File: src/hdl/box_blur_3x3_edge_aware_top_macros.svh
// ----------------------------------------------------------------------------
// Assertion macros shared by the box blur RTL
// ----------------------------------------------------------------------------
`ifndef BOX_BLUR_3X3_EDGE_AWARE_TOP_MACROS_SVH
`define BOX_BLUR_3X3_EDGE_AWARE_TOP_MACROS_SVH

// same-cycle implication
`define BBLUR_ASSERT_IMPL(label, clk_s, rstn_s, ante, cons, msg) \
  label: assert property (@(posedge clk_s) disable iff (!rstn_s) (ante) |-> (cons)) \
    else $error(msg);

// next-cycle implication
`define BBLUR_ASSERT_NEXT(label, clk_s, rstn_s, ante, cons, msg) \
  label: assert property (@(posedge clk_s) disable iff (!rstn_s) (ante) |=> (cons)) \
    else $error(msg);

// condition that must never hold
`define BBLUR_ASSERT_NEVER(label, clk_s, rstn_s, cond, msg) \
  label: assert property (@(posedge clk_s) disable iff (!rstn_s) !(cond)) \
    else $error(msg);

`endif

File: src/hdl/bblur_pkg.sv
`timescale 1ns / 1ps
// ----------------------------------------------------------------------------
// bblur_pkg
// Shared types, widths and helper functions of the 3x3 box blur.
// ----------------------------------------------------------------------------
package bblur_pkg;

  localparam int CHAN_W      = 8;
  localparam int PIX_W       = 3 * CHAN_W;
  localparam int FW_W        = 11;   // frame_width register
  localparam int FH_W        = 16;   // frame_height register
  localparam int ROW_CNT_W   = 17;   // input row counter reaches frame height plus one
  localparam int COL_SUM_W   = 10;   // three 8-bit values
  localparam int SUM_W       = 12;   // nine 8-bit values plus rounding
  localparam int NCNT_W      = 4;    // neighbour count, 1..9
  localparam int RECIP_W     = 17;
  localparam int RECIP_SHIFT = 16;
  localparam int PROD_W      = SUM_W + RECIP_W;

  // item kinds
  localparam logic OP_PIXEL = 1'b0;
  localparam logic OP_DRAIN = 1'b1;

  // register indexes on the APB port
  localparam logic CFG_IDX_WIDTH  = 1'b0;
  localparam logic CFG_IDX_HEIGHT = 1'b1;

  typedef logic [PIX_W-1:0] pixel_t;

  // per-item control from the front end
  typedef struct packed {
    logic emit;        // item produces a result
    logic row_above;   // row above output pixel lies in the frame
    logic row_below;   // row below lies in the frame
    logic col_left;    // column to the left lies in the frame
    logic col_right;   // column to the right lies in the frame
    logic last;        // bottom-right pixel of the frame
  } item_flags_t;

  typedef struct packed {
    logic [CHAN_W-1:0] red;
    logic [CHAN_W-1:0] green;
    logic [CHAN_W-1:0] blue;
    logic              last;
  } result_t;

  // channel 0 = red, 1 = green, 2 = blue
  function automatic logic [CHAN_W-1:0] px_chan(input pixel_t px, input int ch);
    return px[CHAN_W*(2-ch) +: CHAN_W];
  endfunction

  // number of in-frame neighbours
  function automatic logic [NCNT_W-1:0] neighbour_count(input item_flags_t f);
    logic [1:0] rows;
    logic [1:0] cols;
    rows = 2'd1 + 2'(f.row_above) + 2'(f.row_below);
    cols = 2'd1 + 2'(f.col_left) + 2'(f.col_right);
    return NCNT_W'(rows * cols);
  endfunction

  // ceil(2^16 / n); exact floor division for dividends below 4096
  function automatic logic [RECIP_W-1:0] recip(input logic [NCNT_W-1:0] n);
    logic [RECIP_W-1:0] m;
    case (n)
      4'd1:    m = 17'd65536;
      4'd2:    m = 17'd32768;
      4'd3:    m = 17'd21846;
      4'd4:    m = 17'd16384;
      4'd6:    m = 17'd10923;
      4'd9:    m = 17'd7282;
      default: m = 17'd7282;
    endcase
    return m;
  endfunction

endpackage

File: src/hdl/bblur_fifo.sv
`timescale 1ns / 1ps
`include "box_blur_3x3_edge_aware_top_macros.svh"
// ----------------------------------------------------------------------------
// bblur_fifo
// Small synchronous register FIFO with full/empty flags.
// ----------------------------------------------------------------------------
module bblur_fifo #(
  parameter int WIDTH = 8,
  parameter int DEPTH = 4
) (
  input  logic             clk,
  input  logic             rst_n,
  input  logic             wr_en,
  input  logic [WIDTH-1:0] wdata,
  output logic             full,
  input  logic             rd_en,
  output logic [WIDTH-1:0] rdata,
  output logic             empty
);
  import bblur_pkg::*;

  localparam int AW    = (DEPTH > 1) ? $clog2(DEPTH) : 1;
  localparam int CNT_W = $clog2(DEPTH + 1);

  logic [WIDTH-1:0] mem_r [DEPTH];
  logic [AW-1:0]    wr_ptr_r, wr_ptr_nxt;
  logic [AW-1:0]    rd_ptr_r, rd_ptr_nxt;
  logic [CNT_W-1:0] count_r, count_nxt;
  logic             do_wr, do_rd;

  assign full  = (count_r == CNT_W'(DEPTH));
  assign empty = (count_r == '0);
  assign do_wr = wr_en && !full;
  assign do_rd = rd_en && !empty;
  assign rdata = mem_r[rd_ptr_r];

  // pointer and fill count
  always_comb begin
    wr_ptr_nxt = wr_ptr_r;
    rd_ptr_nxt = rd_ptr_r;
    count_nxt  = count_r;
    if (do_wr) begin
      wr_ptr_nxt = (wr_ptr_r == AW'(DEPTH - 1)) ? '0 : wr_ptr_r + AW'(1);
    end
    if (do_rd) begin
      rd_ptr_nxt = (rd_ptr_r == AW'(DEPTH - 1)) ? '0 : rd_ptr_r + AW'(1);
    end
    if (do_wr && !do_rd) begin
      count_nxt = count_r + CNT_W'(1);
    end else if (do_rd && !do_wr) begin
      count_nxt = count_r - CNT_W'(1);
    end
  end

  always_ff @(posedge clk) begin
    if (!rst_n) begin
      wr_ptr_r <= '0;
      rd_ptr_r <= '0;
      count_r  <= '0;
    end else begin
      wr_ptr_r <= wr_ptr_nxt;
      rd_ptr_r <= rd_ptr_nxt;
      count_r  <= count_nxt;
    end
  end

  // storage
  always_ff @(posedge clk) begin
    if (do_wr) begin
      mem_r[wr_ptr_r] <= wdata;
    end
  end

  `BBLUR_ASSERT_NEVER(a_fifo_count, clk, rst_n, count_r > CNT_W'(DEPTH), "fifo overfilled")

endmodule

File: config.mk
export PLATFORM = sky130hd
export DESIGN_NAME = bblur_fifo
export DESIGN_NICKNAME = d
export VERILOG_FILES = /design/src/hdl/bblur_pkg.sv /design/src/hdl/bblur_fifo.sv
export VERILOG_INCLUDE_DIRS = /design/src /design/src/hdl
export SDC_FILE = /design/constraint.sdc
export NUM_CORES = 1
export LEC_CHECK = 0
export ABC_AREA = 1
export BUFFER_PORTS_ARGS = -buffer_cell sky130_fd_sc_hd__buf_4
export CAP_MARGIN = 0
export CORE_MARGIN = 2
export CORE_UTILIZATION = 49
export CTS_CLUSTER_DIAMETER = 40
export CTS_CLUSTER_SIZE = 10
export DETAILED_ROUTE_END_ITERATION = 8
export PLACE_DENSITY = 0.79
export SLEW_MARGIN = 0
export SYNTH_ARGS = -nofsm -noshare
export SYNTH_HDL_FRONTEND = slang
export SYNTH_SLANG_ARGS = --single-unit
File: constraint.sdc
create_clock -name clk -period 2.3 [get_ports clk]
set_input_delay 0.69 -clock clk [delete_from_list [all_inputs] [get_ports clk]]
set_output_delay 0.69 -clock clk [all_outputs]
set_load 0.005 [all_outputs]
==> results.md <==
* Run status: finished, final reports clean
* Sw Ratio at 32.4%
* Critical path's top delay family: flip-flops
* Met3 Usage GRT at 3.60%
* Crit Path Max Fanout at 9
* CTS tree: done
* Die area at 3940 sq um
* Via density at 4.99
* Final Hold Viols at 0
* CTS Buf Count at 5
* Hold Slack at 0.519 ns
* Layout area overhead at 18.4%
* Largest net degree at the start of global routing at 17
* Max-cap violations at 0
* WP buf/inv at 2
* Dpl hpwl at 2050 um
* Flop pwr share at 46.4%
* Leakage at 0.820 nW
* Synth Net Count at 167
* Startpoint Class: flop
* Die Width at 62.8 um
* Post-CTS Hold Buffers at 0
* Sequential area share after synthesis at 67.4%
* Critical path's slowest cell: dfxtp_1
* Starting DRT DRC Count at 50
* Final WL at 2940 um
* Least-Margin Pin Slew at 0.376 ns
* Top-area cell type share of the netlist area at 56.8%
* Vias in the first global route at 1139
* First-pass GRT wire length at 4990 um
* Req. time, crit path at 1.61 ns
* Wirelength per Cell at 13.0 um
* Residual DRC at 0
* NetSw at 0.000699 W
* Slew HR at 74.9%
* Clock sink count at 41
* Critical path type: flop to output port
* Clk buf depth at 2
* Post-CTS Setup Bufs at 0
* Initial DRT Pass Iterations at 4
* I/O pin count at 22
* Minimum clock period at 2.18 ns
* Top post-synthesis cells by area: edfxtp_1 57%, dfxtp_1 11%, nor2_1 7.3%
* Top cell type by total area after synthesis: edfxtp_1
* VDD IR-drop max at 0.655 mV
* Worst stage delay on the critical path at 0.56 ns
* Logic pwr share at 33.7%
* Met1 Track Usage GR at 18.9%
* Synth Cell Area at 1690 sq um
* Post-synth cell types at 18
* Clock share of power at 19.9%
* Mapped Cells at 148
* Crit-path cells: inv_2 > o21ai_0 > o22ai_1 > buf_4
* Num rows at 21
* # diodes at 0
* Fmax achieved at 459 MHz
* Internal power at 0.00146 W
* Skew final at 0.00420 ns
* Power per Cell Area at 1080 nW/um^2
* Clock transition at path regs at 0.11 ns
* RSZ-0062 raised after global routing: no
* Crit. End Element: output port
* H-tree depth at 2
* Type of the tightest min-delay check: flop to flop
* CP arrival at 1.49 ns
* Cts repair resizes at 0
* Fin Setup TNS at 0 ns
* Final setup vio count at 0
* Yosys reg bits at 41
* Final Max Tran Viols at 0
* Port Buffers at 21
* ANT nets after route at 0
* Synthesized area per cell at 11.4 sq um
* Placed Cells incl. Taps at 218
* Starting Density at 50.7%
* Top Usage Layer GRT: met2
* GRT overflow at 0
* Tcrit/Tclk final at 94.8%
* Share of post-route cells with drive strength above 1 at 22.2%
* Root buffer cell: clkbuf_4
* Gr usage total at 16.8%
* Nets at 198
* Total power at 0.00216 W
* Placer Congestion at 0.734
* Initial antenna violation count at 0
* Finished Layout Cells at 226
* Core Box Area at 3340 sq um
* DIE HEIGHT at 62.8 um
* Synthesis Warnings at 0
* Clock Latency Late Sink at 0.34 ns
* M2 GR Usage at 30.2%
* Vias after detailed routing at 1127
area by class of cell:
type	count	area [sq um]
timing repair buffer	26	195
fill	298	1330
multi-input combinational	86	458
tap	46	57.6
inverter	19	71.3
sequential	41	1140
clock buffer	8	80.1
flip-flops by register name (all words and copies together) (netlist names), named ones only:
name      count
count_r       3
mem_r        32
rd_ptr_r      2
wr_ptr_r      2
cells in the final DEF, fill, tap and decap left out, drive strengths merged:
cell type	netlist	routed
a21oi	2	2
buf	2	26
clkbuf	0	8
dfxtp	9	9
edfxtp	32	32
fa	1	1
ha	6	6
inv	19	19
nand2	15	15
nand3	1	1
nand3b	1	1
nand4	1	1
nor2	33	33
o21ai	18	18
o22ai	8	8
cells by family (layout without fill, tap and decap cells):
logic type                 Yosys count  in the layout  synth area share, %
and+or+nand+nor                     51             51                 11.9
buffers and inverters               21             53                 5.54
adders and majority gates            7              7                 5.62
AOI/OAI and AO/OA                   28             28                 9.53
DFF                                 41             41                 67.4
power by group through the flow:
stage / registers [W] / logic, W / clock network [W]
after global placement: 0.00101 / 0.000686 / 0
after CTS: 0.00100 / 0.000734 / 0.000440
final: 0.00100 / 0.000727 / 0.000430
after detailed placement: 0.00102 / 0.000732 / 0
after floorplan: 0.000995 / 0.000451 / 0
after global routing: 0.00102 / 0.000832 / 0.000471
stage by stage:
step                utilization [%]  cell area [sq um]  setup WS, ns
floorplan                         -               1690         0.492
global placement               57.6               1920         0.329
detailed placement             57.6               1920         0.250
CTS                            60.0               2000        0.0184
global route                   60.1               2000        0.0300
finish                         60.1               2000         0.120
worst min-delay path: cells and delay by family (launching register included):
family,cells,cell delay [ns]
AO/OA/AOI/OAI,1,0.06
buffers and inverters,1,0.07
flip-flops,1,0.36
final timing paths:
path	end	slack, ns	depth (start not counted)	from
setup reg to reg	count_r[1]$_SDFFE_PN0P_	0.44	9	count_r[1]$_SDFFE_PN0P_
setup / recovery	rdata[1]	0.12	4	flop
hold / removal	count_r[0]$_SDFFE_PN0P_	0.52	2	count_r[0]$_SDFFE_PN0P_
hold reg to reg	count_r[0]$_SDFFE_PN0P_	0.52	2	count_r[0]$_SDFFE_PN0P_
layer usage:
layer,routed length (um),vias up
met2,1510,25
li1,-,564
met3,103,7
met4,64,0
met1,1270,531
met5,0,-
cells in the mapped netlist (all sizes together):
master / n
nor2: 33
edfxtp: 32
inv: 19
o21ai: 18
nand2: 15
dfxtp: 9
o22ai: 8
ha: 6
a21oi: 2
buf: 2
fa: 1
nand3: 1
nand3b: 1
nand4: 1
Note: power is estimated with default switching activity, not from simulation.
