**src/hdl/box_blur_3x3_edge_aware_top_macros.svh**
```systemverilog
// ----------------------------------------------------------------------------
// Assertion macros shared by the box blur RTL
// ----------------------------------------------------------------------------
`ifndef BOX_BLUR_3X3_EDGE_AWARE_TOP_MACROS_SVH
`define BOX_BLUR_3X3_EDGE_AWARE_TOP_MACROS_SVH

// same-cycle implication
`define BBLUR_ASSERT_IMPL(label, clk_s, rstn_s, ante, cons, msg) \
  label: assert property (@(posedge clk_s) disable iff (!rstn_s) (ante) |-> (cons)) \
    else $error(msg);

// next-cycle implication
`define BBLUR_ASSERT_NEXT(label, clk_s, rstn_s, ante, cons, msg) \
  label: assert property (@(posedge clk_s) disable iff (!rstn_s) (ante) |=> (cons)) \
    else $error(msg);

// condition that must never hold
`define BBLUR_ASSERT_NEVER(label, clk_s, rstn_s, cond, msg) \
  label: assert property (@(posedge clk_s) disable iff (!rstn_s) !(cond)) \
    else $error(msg);

`endif

```
**src/hdl/bblur_pkg.sv**
```systemverilog
`timescale 1ns / 1ps
// ----------------------------------------------------------------------------
// bblur_pkg
// Shared types, widths and helper functions of the 3x3 box blur.
// ----------------------------------------------------------------------------
package bblur_pkg;

  localparam int CHAN_W      = 8;
  localparam int PIX_W       = 3 * CHAN_W;
  localparam int FW_W        = 11;   // frame_width register
  localparam int FH_W        = 16;   // frame_height register
  localparam int ROW_CNT_W   = 17;   // input row counter reaches frame height plus one
  localparam int COL_SUM_W   = 10;   // three 8-bit values
  localparam int SUM_W       = 12;   // nine 8-bit values plus rounding
  localparam int NCNT_W      = 4;    // neighbour count, 1..9
  localparam int RECIP_W     = 17;
  localparam int RECIP_SHIFT = 16;
  localparam int PROD_W      = SUM_W + RECIP_W;

  // item kinds
  localparam logic OP_PIXEL = 1'b0;
  localparam logic OP_DRAIN = 1'b1;

  // register indexes on the APB port
  localparam logic CFG_IDX_WIDTH  = 1'b0;
  localparam logic CFG_IDX_HEIGHT = 1'b1;

  typedef logic [PIX_W-1:0] pixel_t;

  // per-item control from the front end
  typedef struct packed {
    logic emit;        // item produces a result
    logic row_above;   // row above output pixel lies in the frame
    logic row_below;   // row below lies in the frame
    logic col_left;    // column to the left lies in the frame
    logic col_right;   // column to the right lies in the frame
    logic last;        // bottom-right pixel of the frame
  } item_flags_t;

  typedef struct packed {
    logic [CHAN_W-1:0] red;
    logic [CHAN_W-1:0] green;
    logic [CHAN_W-1:0] blue;
    logic              last;
  } result_t;

  // channel 0 = red, 1 = green, 2 = blue
  function automatic logic [CHAN_W-1:0] px_chan(input pixel_t px, input int ch);
    return px[CHAN_W*(2-ch) +: CHAN_W];
  endfunction

  // number of in-frame neighbours
  function automatic logic [NCNT_W-1:0] neighbour_count(input item_flags_t f);
    logic [1:0] rows;
    logic [1:0] cols;
    rows = 2'd1 + 2'(f.row_above) + 2'(f.row_below);
    cols = 2'd1 + 2'(f.col_left) + 2'(f.col_right);
    return NCNT_W'(rows * cols);
  endfunction

  // ceil(2^16 / n); exact floor division for dividends below 4096
  function automatic logic [RECIP_W-1:0] recip(input logic [NCNT_W-1:0] n);
    logic [RECIP_W-1:0] m;
    case (n)
      4'd1:    m = 17'd65536;
      4'd2:    m = 17'd32768;
      4'd3:    m = 17'd21846;
      4'd4:    m = 17'd16384;
      4'd6:    m = 17'd10923;
      4'd9:    m = 17'd7282;
      default: m = 17'd7282;
    endcase
    return m;
  endfunction

endpackage

```
**src/hdl/bblur_front.sv**
```systemverilog
`timescale 1ns / 1ps
`include "box_blur_3x3_edge_aware_top_macros.svh"
// ----------------------------------------------------------------------------
// bblur_front
// Accepts items, drops bubbles, tracks input and output raster positions and
// tags each item with its edge flags before it enters the work queue.
// ----------------------------------------------------------------------------
module bblur_front #(
  parameter int MAX_WIDTH = 1024
) (
  input  logic                         clk,
  input  logic                         rst_n,
  // input channel
  input  logic                         push,
  output logic                         full,
  input  logic                         in_operation,
  input  logic [bblur_pkg::CHAN_W-1:0] in_red,
  input  logic [bblur_pkg::CHAN_W-1:0] in_green,
  input  logic [bblur_pkg::CHAN_W-1:0] in_blue,
  // effective frame size
  input  logic [$clog2(MAX_WIDTH):0]   w_eff,
  input  logic [bblur_pkg::FH_W-1:0]   h_eff,
  // work queue
  input  logic                         q_full,
  output logic                         q_push,
  output bblur_pkg::item_flags_t       q_flags,
  output bblur_pkg::pixel_t            q_px,
  output logic [$clog2(MAX_WIDTH)-1:0] q_idx
);
  import bblur_pkg::*;

  localparam int IDX_W  = $clog2(MAX_WIDTH);
  localparam int WEFF_W = IDX_W + 1;
  localparam int ROWP_W = ROW_CNT_W + 1;

  logic [IDX_W-1:0]     in_col_r, in_col_nxt;
  logic [ROW_CNT_W-1:0] in_row_r, in_row_nxt;
  logic [IDX_W-1:0]     out_col_r, out_col_nxt;
  logic [ROW_CNT_W-1:0] out_row_r, out_row_nxt;

  logic              accept, pixel_part, bubble, started, frame_done;
  logic [WEFF_W-1:0] col_inc, ocol_inc;
  logic              col_wrap, ocol_wrap;
  logic [ROWP_W-1:0] orow_inc;
  item_flags_t       flags;

  assign full   = q_full;
  assign accept = push && !q_full;

  // classification
  always_comb begin
    pixel_part = in_row_r < ROW_CNT_W'(h_eff);
    bubble     = pixel_part && (in_operation == OP_DRAIN);
    started    = (in_row_r >= ROW_CNT_W'(2)) ||
                 ((in_row_r == ROW_CNT_W'(1)) && (in_col_r != '0));
    col_inc    = {1'b0, in_col_r} + WEFF_W'(1);
    col_wrap   = col_inc >= w_eff;
    ocol_inc   = {1'b0, out_col_r} + WEFF_W'(1);
    ocol_wrap  = ocol_inc >= w_eff;
    orow_inc   = {1'b0, out_row_r} + ROWP_W'(1);

    flags.emit      = started;
    flags.row_above = out_row_r != '0;
    flags.row_below = orow_inc < ROWP_W'(h_eff);
    flags.col_left  = out_col_r != '0;
    flags.col_right = !ocol_wrap;
    flags.last      = started && !flags.row_below && ocol_wrap;
  end

  assign frame_done = accept && !bubble && flags.last;

  // position counters
  always_comb begin
    in_col_nxt  = in_col_r;
    in_row_nxt  = in_row_r;
    out_col_nxt = out_col_r;
    out_row_nxt = out_row_r;
    if (accept && !bubble) begin
      if (col_wrap) begin
        in_col_nxt = '0;
        in_row_nxt = in_row_r + ROW_CNT_W'(1);
      end else begin
        in_col_nxt = in_col_r + IDX_W'(1);
      end
      if (started) begin
        if (flags.last) begin
          in_col_nxt  = '0;
          in_row_nxt  = '0;
          out_col_nxt = '0;
          out_row_nxt = '0;
        end else if (ocol_wrap) begin
          out_col_nxt = '0;
          out_row_nxt = out_row_r + ROW_CNT_W'(1);
        end else begin
          out_col_nxt = out_col_r + IDX_W'(1);
        end
      end
    end
  end

  always_ff @(posedge clk) begin
    if (!rst_n) begin
      in_col_r  <= '0;
      in_row_r  <= '0;
      out_col_r <= '0;
      out_row_r <= '0;
    end else begin
      in_col_r  <= in_col_nxt;
      in_row_r  <= in_row_nxt;
      out_col_r <= out_col_nxt;
      out_row_r <= out_row_nxt;
    end
  end

  // queue entry; tail items carry a black pixel
  assign q_push  = accept && !bubble;
  assign q_flags = flags;
  assign q_px    = pixel_part ? {in_red, in_green, in_blue} : '0;
  assign q_idx   = in_col_r;

  `BBLUR_ASSERT_NEXT(a_frame_restart, clk, rst_n, frame_done, in_col_r == '0 && in_row_r == '0 && out_col_r == '0 && out_row_r == '0, "counters not cleared after frame end")
  `BBLUR_ASSERT_NEXT(a_bubble_hold, clk, rst_n, accept && bubble, $stable(in_col_r) && $stable(in_row_r) && $stable(out_row_r), "bubble moved position")

endmodule

```
**config.mk**
```make
export PLATFORM = sky130hd
export DESIGN_NAME = bblur_front
export DESIGN_NICKNAME = d
export VERILOG_FILES = /design/src/hdl/bblur_pkg.sv /design/src/hdl/bblur_front.sv
export VERILOG_INCLUDE_DIRS = /design/src /design/src/hdl
export SDC_FILE = /design/constraint.sdc
export NUM_CORES = 1
export LEC_CHECK = 0
export BUFFER_PORTS_ARGS = -buffer_cell sky130_fd_sc_hd__buf_2
export CAP_MARGIN = 20
export CORE_ASPECT_RATIO = 1.25
export CORE_MARGIN = 2
export CORE_UTILIZATION = 43
export DETAILED_ROUTE_END_ITERATION = 12
export GPL_ROUTABILITY_DRIVEN = 1
export PLACE_DENSITY = 0.63
export SLEW_MARGIN = 15
export SYNTH_ARGS = -nofsm -noshare
export SYNTH_HDL_FRONTEND = slang
export SYNTH_SLANG_ARGS = --single-unit
```
**constraint.sdc**
```tcl
create_clock -name clk -period 6.7 [get_ports clk]
set_input_delay 1.005 -clock clk [delete_from_list [all_inputs] [get_ports clk]]
set_output_delay 1.005 -clock clk [all_outputs]
set_load 0.01 [all_outputs]
```
==> results of run 1 <==
-- power by group --
group	switching, uW	internal (uW)
Sequential	0.531	321
Clock	120	175
Combinational	43.7	32.6
Total	165	529
-- cells in the final DEF (no fill, tap or decap), types with 11 or more instances in the layout --
cell and n:
o21ai_0 25, and3_1 11, dfxtp_1 54, nand2_1 39, a21oi_1 43, nor2b_1 27
nand4_1 27, a21o_1 11, xor2_1 14, nor3_1 13, nand3_1 33, buf_2 97
xnor2_1 26, inv_1 46, ha_1 61, nor2_1 26
-- area by class of cell --
cell class | instances | area [sq um] | share of cell area
Multi-Input combinational cell | 455 | 3187 | 0.6007
Sequential cell | 54 | 1081 | 0.2038
Timing Repair Buffer | 103 | 530.5 | 0.1000
Inverter | 47 | 176.4 | 0.03325
Tap cell | 132 | 165.2 | 0.03113
Clock buffer | 5 | 125.1 | 0.02358
Clock inverter | 3 | 40.04 | 0.007547
-- cells by family after synthesis --
family | after synthesis | synth area share
muxes | 1 | 0.003292
adders and majority gates | 61 | 0.1674
AOI/OAI and AO/OA | 132 | 0.1866
buffers and inverters | 73 | 0.06586
and+or+nand+nor | 221 | 0.2629
DFF | 54 | 0.2371
xor gates and xnor gates | 40 | 0.07684
-- metal layers --
metal / global-route usage / vias up
met5: 0 / -
li1: - / 2284
met2: 0.3893 / 85
met1: 0.2941 / 2156
met3: 0.02846 / 14
met4: 0.05446 / 0
-- registers in the layout, indices dropped and copies added, names as in the netlist --
name and flops:
q_idx 10, in_row_r 17, out_col_r 10, out_row_r 17
-- path summary, 6_finish.rpt --
kind / startpoint / endpoint / cells past startpoint
hold / removal: out_row_r[16]$_SDFFE_PN0P_ / out_row_r[16]$_SDFFE_PN0P_ / 2
setup reg to reg: out_col_r[0]$_SDFFE_PN0P_ / q_idx[1]$_SDFFE_PN0P_ / 13
hold reg to reg: out_row_r[16]$_SDFFE_PN0P_ / out_row_r[16]$_SDFFE_PN0P_ / 2
setup / recovery: h_eff[15] / q_push / 11
-- through the flow --
step                  util  setup slack, ns  cell area (sq um)
global route        0.5073            1.401               5305
CTS                 0.5073            1.721               5305
detailed placement  0.4915            1.734               5140
floorplan                -            2.832               4559
global placement    0.4915            1.856               5140
finish              0.5073            1.743               5305
-- worst max-delay path, stage by stage --
cell	delay [ns]
buf_2	0.09
inv_1	0.05
ha_1	0.32
a211oi_1	0.24
nand2_1	0.10
a211oi_1	0.39
o211ai_2	0.37
nand2_1	0.14
buf_4	0.33
clkinv_1	0.57
buf_2	0.33
==> impl_metrics.yaml, run 1 <==
run_status:
  status: "finished, final reports clean"
timing:
  tightest_slew_ns: 0.7487
  max_clock_freq_ghz: 0.2017
  period_minus_slack_ns: 4.957
  slew_violations: 0
  rsz0062_at_grt: "no"
  finalHoldViolations: 0
  period_share: 0.7399
  finalSetupTns_ns: 0
  clock-skew-final_ns: 0.004920
  finalSetupViolCount: 0
  relSlewSlack: 0.4970
  holdWs_ns: 0.4890
detailed_routing:
  wirelength_met1_um: 5575
  wl_met3_um: 423
  top_layer: "met4"
  wl_met2_um: 6342
  num_vias: 4539
  drt_first_iter_violations: 241
  drcViolationCount: 0
  first_pass_iters: 5
  ant_nets: 0
  wl_um: 12510
  routed_via_density: 5.681
  wl_per_cell_um: 15.66
floorplanning:
  start_util: 0.4360
  fp-row-count: 42
  io-pin-count: 98
  core-area_sq_um: 10460
  die_y_um: 119.1
  dieWidth_um: 96.10
  die-area_sq_um: 11450
clock_network:
  cts_made_buffers: 5
  cts_sinks: 54
  postCtsSetupBuffers: 0
  cts_buffer_depth: 2
  clk_latency_ns: 0.30
  cts.reportedPaths.clkPinSlew_ns: 0.07
  cts.htree.levels: 2
  cts_resized: 0
  cts_root_buf: "clkbuf_16"
  cts_tree: "yes"
  hold_buffers: 0
synthesis:
  synth_nets: 699
  synth_cell_types: 52
  netlist.area_leader.share: 0.2371
  avgSynthCellArea_sq_um: 7.834
  ys_ff_latch: 54
  syn_inst: 582
  ys_warn_count: 0
  synth.most_common_cell: "ha_1"
  yosys-top-cells-area: "dfxtp_1, ha_1, xnor2_1, a21oi_1, inv_1"
  ys.flop_type: "dfxtp_1"
  syn_area_sq_um: 4559
  synth_common_cells: "ha_1, dfxtp_1, inv_1"
  synth_seq_area_share: 0.2371
  synth_edf_count: 0
  synth_top_area_cell: "dfxtp_1"
  async_reset_ff_frac: 0
job:
  cap_violations: 0
power:
  vdd_drop_max_mv: 0.09252
  power.density_nw_per_um2: 130.7
  finalPower_uw: 693.4
  leakagePower_uw: 0.002352
placement:
  port_buffers: 97
  placed_cells: 791
  hpwlAfterDp_um: 9719
  gp_congestion: 0.8596
grt:
  grt_pass1_wl_um: 20880
  grt_usage: 0.2259
  overflow: 0
  antenna_found_initial: 0
  grt_pass1_vias: 4353
  grt_max_degree: 33
finish:
  fin_nets: 783
  fillCellCount: 1024
  area_growth_pct: 16.36
  layout-drive-gt1-share: 0.1799
  diodes: 0
  stdcell_count: 799
worst_setup_path:
  worstSetupPathType: "in2out"
  cp-start-kind: "primary input"
  cp.arrival_ns: 3.95
  cp.required_ns: 5.69
  worstPathMaxFanout: 32
  cp-end-kind: "output port"
  reg2reg_slack_ns: 2.86
worst_hold_path:
  hp-class: "reg2reg"
Power figures use the tool's default switching activity.
==> run 2: changes to the inputs <==
--- a/config.mk
+++ b/config.mk
@@ -13,7 +13,7 @@
 export CORE_UTILIZATION = 43
 export DETAILED_ROUTE_END_ITERATION = 12
 export GPL_ROUTABILITY_DRIVEN = 1
-export PLACE_DENSITY = 0.63
+export PLACE_DENSITY = 0.66
 export SLEW_MARGIN = 15
 export SYNTH_ARGS = -nofsm -noshare
 export SYNTH_HDL_FRONTEND = slang
==> constraint.sdc (replaced) <==
create_clock -name clk -period 4.56 [get_ports clk]
set_input_delay 0.684 -clock clk [delete_from_list [all_inputs] [get_ports clk]]
set_output_delay 0.684 -clock clk [all_outputs]
set_load 0.01 [all_outputs]
==> impl_metrics.yaml, run 2 (synthesis results as in run 1) <==
finish:
  final_common_cell: "buf_2"
  stdcell_count: 803
  fin_nets: 787
  layout-drive-gt1-share: 0.1833
  largestRegisters: "in_row_r: 17 flops, out_row_r: 17 flops"
  fin_area_sq_um: 5344
  diodes: 0
  most-common-layout-cells: "buf_2, ha_1, dfxtp_1"
  area_growth_pct: 17.21
timing:
  max_clock_freq_ghz: 0.2378
  relSlewSlack: 0.4691
  finalSetupViolCount: 0
  slew_violations: 0
  clock-skew-final_ns: 0.01096
  tightest_slew_ns: 0.7903
  period_minus_slack_ns: 4.206
  finalHoldViolations: 0
  finalSetupTns_ns: 0
  period_share: 0.9223
  rsz0062_at_grt: "no"
floorplanning:
  io-pin-count: 98
  die-area_sq_um: 11450
  fp-row-count: 42
  die_y_um: 119.1
  dieWidth_um: 96.10
  start_util: 0.4360
  core-area_sq_um: 10460
clock_network:
  cts_root_buf: "clkbuf_16"
  hold_buffers: 0
  cts_sinks: 54
  cts.htree.levels: 2
  cts_resized: 0
  clk_latency_ns: 0.30
  postCtsSetupBuffers: 0
  cts_buffer_depth: 2
  cts_tree: "yes"
  cts_made_buffers: 5
  cts.reportedPaths.clkPinSlew_ns: 0.08
detailed_routing:
  wl_per_cell_um: 16.40
  drt_first_iter_violations: 198
  first_pass_iters: 5
  wl_um: 13170
  num_vias: 4603
  routed_via_density: 5.732
  drcViolationCount: 0
  ant_nets: 0
grt:
  overflow: 0
  grt_max_degree: 31
  antenna_found_initial: 0
  grt_usage: 0.2321
  grt_pass1_wl_um: 21110
  grt_pass1_vias: 4369
placement:
  place_area_sq_um: 5177
  placed_cells: 795
  gp_congestion: 0.8954
  hpwlAfterDp_um: 10340
  port_buffers: 97
worst_hold_path:
  hp-start: "out_row_r[16]$_SDFFE_PN0P_"
  hp-class: "reg2reg"
  whs_path_depth: 2
  hold_end: "out_row_r[16]$_SDFFE_PN0P_"
power:
  power.density_nw_per_um2: 193.1
  vdd_drop_max_mv: 0.1488
  leakagePower_uw: 0.002367
worst_setup_path:
  r2r_start: "out_col_r[0]$_SDFFE_PN0P_"
  cp.required_ns: 3.88
  reg2reg_slack_ns: 0.75
  cp-start-kind: "flip-flop"
  cp.arrival_ns: 3.52
  worstPathMaxFanout: 7
  cp-end-kind: "output port"
  worstSetupPathType: "reg2out"
  reg2regPathDepth: 13
  r2r-end: "q_idx[2]$_SDFFE_PN0P_"
job:
  cap_violations: 0
run_status:
  status: "finished, final reports clean"
## run 2: worst max-delay path by stage
stage | cells after the start | endpoint | slack (ns) | startpoint
after floorplan | 14 | q_flags[0] | 1.01 | out_row_r[2]$_SDFFE_PN0P_
after global placement | 12 | q_idx[2]$_SDFFE_PN0P_ | 0.74 | out_col_r[0]$_SDFFE_PN0P_
after detailed placement | 12 | q_flags[0] | 0.70 | out_row_r[2]$_SDFFE_PN0P_
after CTS | 13 | q_flags[0] | 0.37 | out_row_r[0]$_SDFFE_PN0P_
after global routing | 13 | q_flags[0] | 0.01 | out_row_r[0]$_SDFFE_PN0P_
final | 13 | q_flags[0] | 0.35 | out_row_r[0]$_SDFFE_PN0P_
## run 2: metrics by stage
step                setup WS [ns]  utilization  total power, uW  hold slack (ns)
floorplan                   1.013            -            543.5           0.4382
global placement           0.7420       0.4937            594.8           0.4813
detailed placement         0.7015       0.4951            600.0           0.4803
CTS                        0.3668       0.5110             1034           0.4930
global route              0.01150       0.5110             1066           0.5309
finish                     0.3545       0.5110             1032           0.5018
## run 2: power breakdown
| group | internal, uW | total, uW | switching [uW] |
|---|---|---|---|
| sequential | 472 | 473 | 1.03 |
| combinational | 49.7 | 117 | 67.3 |
| clock | 260 | 442 | 183 |
| total | 781 | 1030 | 251 |
## run 2: layer usage
layer | up-vias | GRT usage | wire length (um)
met5 | - | 0 | 0
met4 | 0 | 0.07946 | 332
met3 | 28 | 0.03542 | 603
met2 | 124 | 0.3945 | 6444
met1 | 2159 | 0.2931 | 5788
li1 | 2292 | - | -
## run 2: area by class of cell
type                            instances  area, sq um
Tap cell                              132        165.2
Clock inverter                          2        37.54
Clock buffer                            6        128.9
Timing Repair Buffer                  107        568.0
Fill cell                            1030         5114
Inverter                               47        176.4
Multi-Input combinational cell        455         3187
Sequential cell                        54         1081
## run 2: critical path, stage by stage, from the launching register on
cell and delay [ns]:
dfxtp_1 0.44, ha_1 0.30, nand2_1 0.09, nor4_2 0.32, nand2_1 0.11, xnor2_1 0.21, ha_1 0.29, nand2_1 0.07
o21bai_1 0.09, a2111oi_0 0.28, a31oi_1 0.21, a2111oi_4 0.51, nor2_1 0.12, buf_2 0.16
==> run 3: changes to the inputs <==
--- a/config.mk
+++ b/config.mk
@@ -9,7 +9,7 @@
 export BUFFER_PORTS_ARGS = -buffer_cell sky130_fd_sc_hd__buf_2
 export CAP_MARGIN = 20
 export CORE_ASPECT_RATIO = 1.25
-export CORE_MARGIN = 2
+export CORE_MARGIN = 10
 export CORE_UTILIZATION = 43
 export DETAILED_ROUTE_END_ITERATION = 12
 export GPL_ROUTABILITY_DRIVEN = 1
==> impl_metrics.yaml, run 3 (synthesis results as in run 1) <==
timing:
  finalSetupTns_ns: 0
  rsz0062_at_grt: "no"
  slew_violations: 0
  holdWs_ns: 0.4988
  max_clock_freq_ghz: 0.2385
  relSlewSlack: 0.5080
  finalSetupViolCount: 0
  finalHoldViolations: 0
  tightest_slew_ns: 0.7324
  setup_ws_ns: 0.3668
  period_share: 0.9196
  clock-skew-final_ns: 0.006074
  period_minus_slack_ns: 4.193
worst_setup_path:
  cp-end-kind: "output port"
  cp.arrival_ns: 3.51
  reg2reg_slack_ns: 0.85
  reg2regPathDepth: 12
  cp-start-kind: "flip-flop"
  worstSetupPathType: "reg2out"
  r2r-end: "in_row_r[14]$_SDFFE_PN0P_"
  r2r_start: "q_idx[0]$_SDFFE_PN0P_"
  worstPathMaxFanout: 8
  cp.required_ns: 3.88
placement:
  hpwlAfterDp_um: 10930
  port_buffers: 97
  dp_slack_ns: 0.5210
  gp_congestion: 0.8932
clock_network:
  hold_buffers: 0
  postCtsSetupBuffers: 0
  clk_latency_ns: 0.30
  cts_buffer_depth: 2
  cts_resized: 0
  cts_sinks: 54
  cts_root_buf: "clkbuf_16"
  cts.reportedPaths.clkPinSlew_ns: 0.07
  cts_made_buffers: 5
  cts.htree.levels: 2
  cts_tree: "yes"
power:
  leakagePower_uw: 0.002365
  power.density_nw_per_um2: 186.7
  vdd_drop_max_mv: 0.1301
floorplanning:
  die-area_sq_um: 15150
  fp-row-count: 42
  core-area_sq_um: 10460
  start_util: 0.4360
  dieWidth_um: 112.1
  die_y_um: 135.1
  io-pin-count: 98
finish:
  fin_nets: 787
  layout-drive-gt1-share: 0.1848
  final_common_cell: "buf_2"
  final_util: 0.5096
  most-common-layout-cells: "buf_2, ha_1, dfxtp_1"
  fillCellCount: 1027
  diodes: 0
  area_growth_pct: 16.88
  largestRegisters: "in_row_r: 17 flops, out_row_r: 17 flops"
worst_hold_path:
  hp-start: "out_row_r[16]$_SDFFE_PN0P_"
  hold_end: "out_row_r[16]$_SDFFE_PN0P_"
  hp-class: "reg2reg"
  whs_path_depth: 2
grt:
  grt_pass1_vias: 4544
  grt_max_degree: 31
  overflow: 0
  grt_pass1_wl_um: 22120
  antenna_found_initial: 0
  grt_usage: 0.1713
detailed_routing:
  first_pass_iters: 4
  drt_first_iter_violations: 224
  routed_via_density: 5.631
  drcViolationCount: 0
  wl_per_cell_um: 17.01
  wl_um: 13660
  num_vias: 4522
  ant_nets: 0
job:
  cap_violations: 0
run_status:
  status: "finished, final reports clean"
[run 3: layout make-up]
class,count,area [sq um],area share
clock inverter,3,26.28,0.004931
tap,132,165.2,0.03099
inverter,47,176.4,0.03311
clock buffer,5,125.1,0.02348
sequential,54,1081,0.2029
timing repair buffer,107,568.0,0.1066
multi-input combinational,455,3187,0.5980
[run 3: how the worst max path moves through the flow]
stage | start | to | slack [ns] | cells after the start
after floorplan | out_row_r[2]$_SDFFE_PN0P_ | q_flags[0] | 1.01 | 14
after global placement | out_col_r[0]$_SDFFE_PN0P_ | q_idx[3]$_SDFFE_PN0P_ | 0.70 | 12
after detailed placement | out_col_r[0]$_SDFFE_PN0P_ | q_idx[1]$_SDFFE_PN0P_ | 0.52 | 12
after CTS | out_row_r[2]$_SDFFE_PN0P_ | q_flags[0] | 0.35 | 12
after global routing | out_row_r[0]$_SDFFE_PN0P_ | q_flags[0] | 0.09 | 13
final | out_row_r[2]$_SDFFE_PN0P_ | q_flags[0] | 0.37 | 12
[run 3: worst max-delay path, stage by stage (launching register included)]
cell and delay (ns):
dfxtp_1 0.47, and3_1 0.24, and4_1 0.28, nand2_1 0.09, xnor2_1 0.21, ha_1 0.29
a211oi_1 0.24, nor2_1 0.07, a2111oi_0 0.34, a31oi_1 0.19, a2111oi_4 0.51, nor2_1 0.12
buf_2 0.16
[run 3: where the power goes]
group          switching, uW  internal [uW]
combinational           68.3           49.8
sequential              1.05            471
clock                    194            210
total                    264            731
[run 3: metrics by stage]
stage	total power, uW	area (sq um)	cells
after floorplan	543.5	4559	582
after global placement	595.7	5162	794
after detailed placement	600.3	5162	794
after CTS	1002	5314	802
after global routing	1030	5329	803
final	994.9	5329	803
[run 3: layer usage]
metal	track usage	vias up	wire length, um
li1	-	2285	-
met5	0	-	0
met3	0.02841	21	490
met2	0.3014	96	6830
met4	0.05508	0	309
met1	0.2061	2120	6026
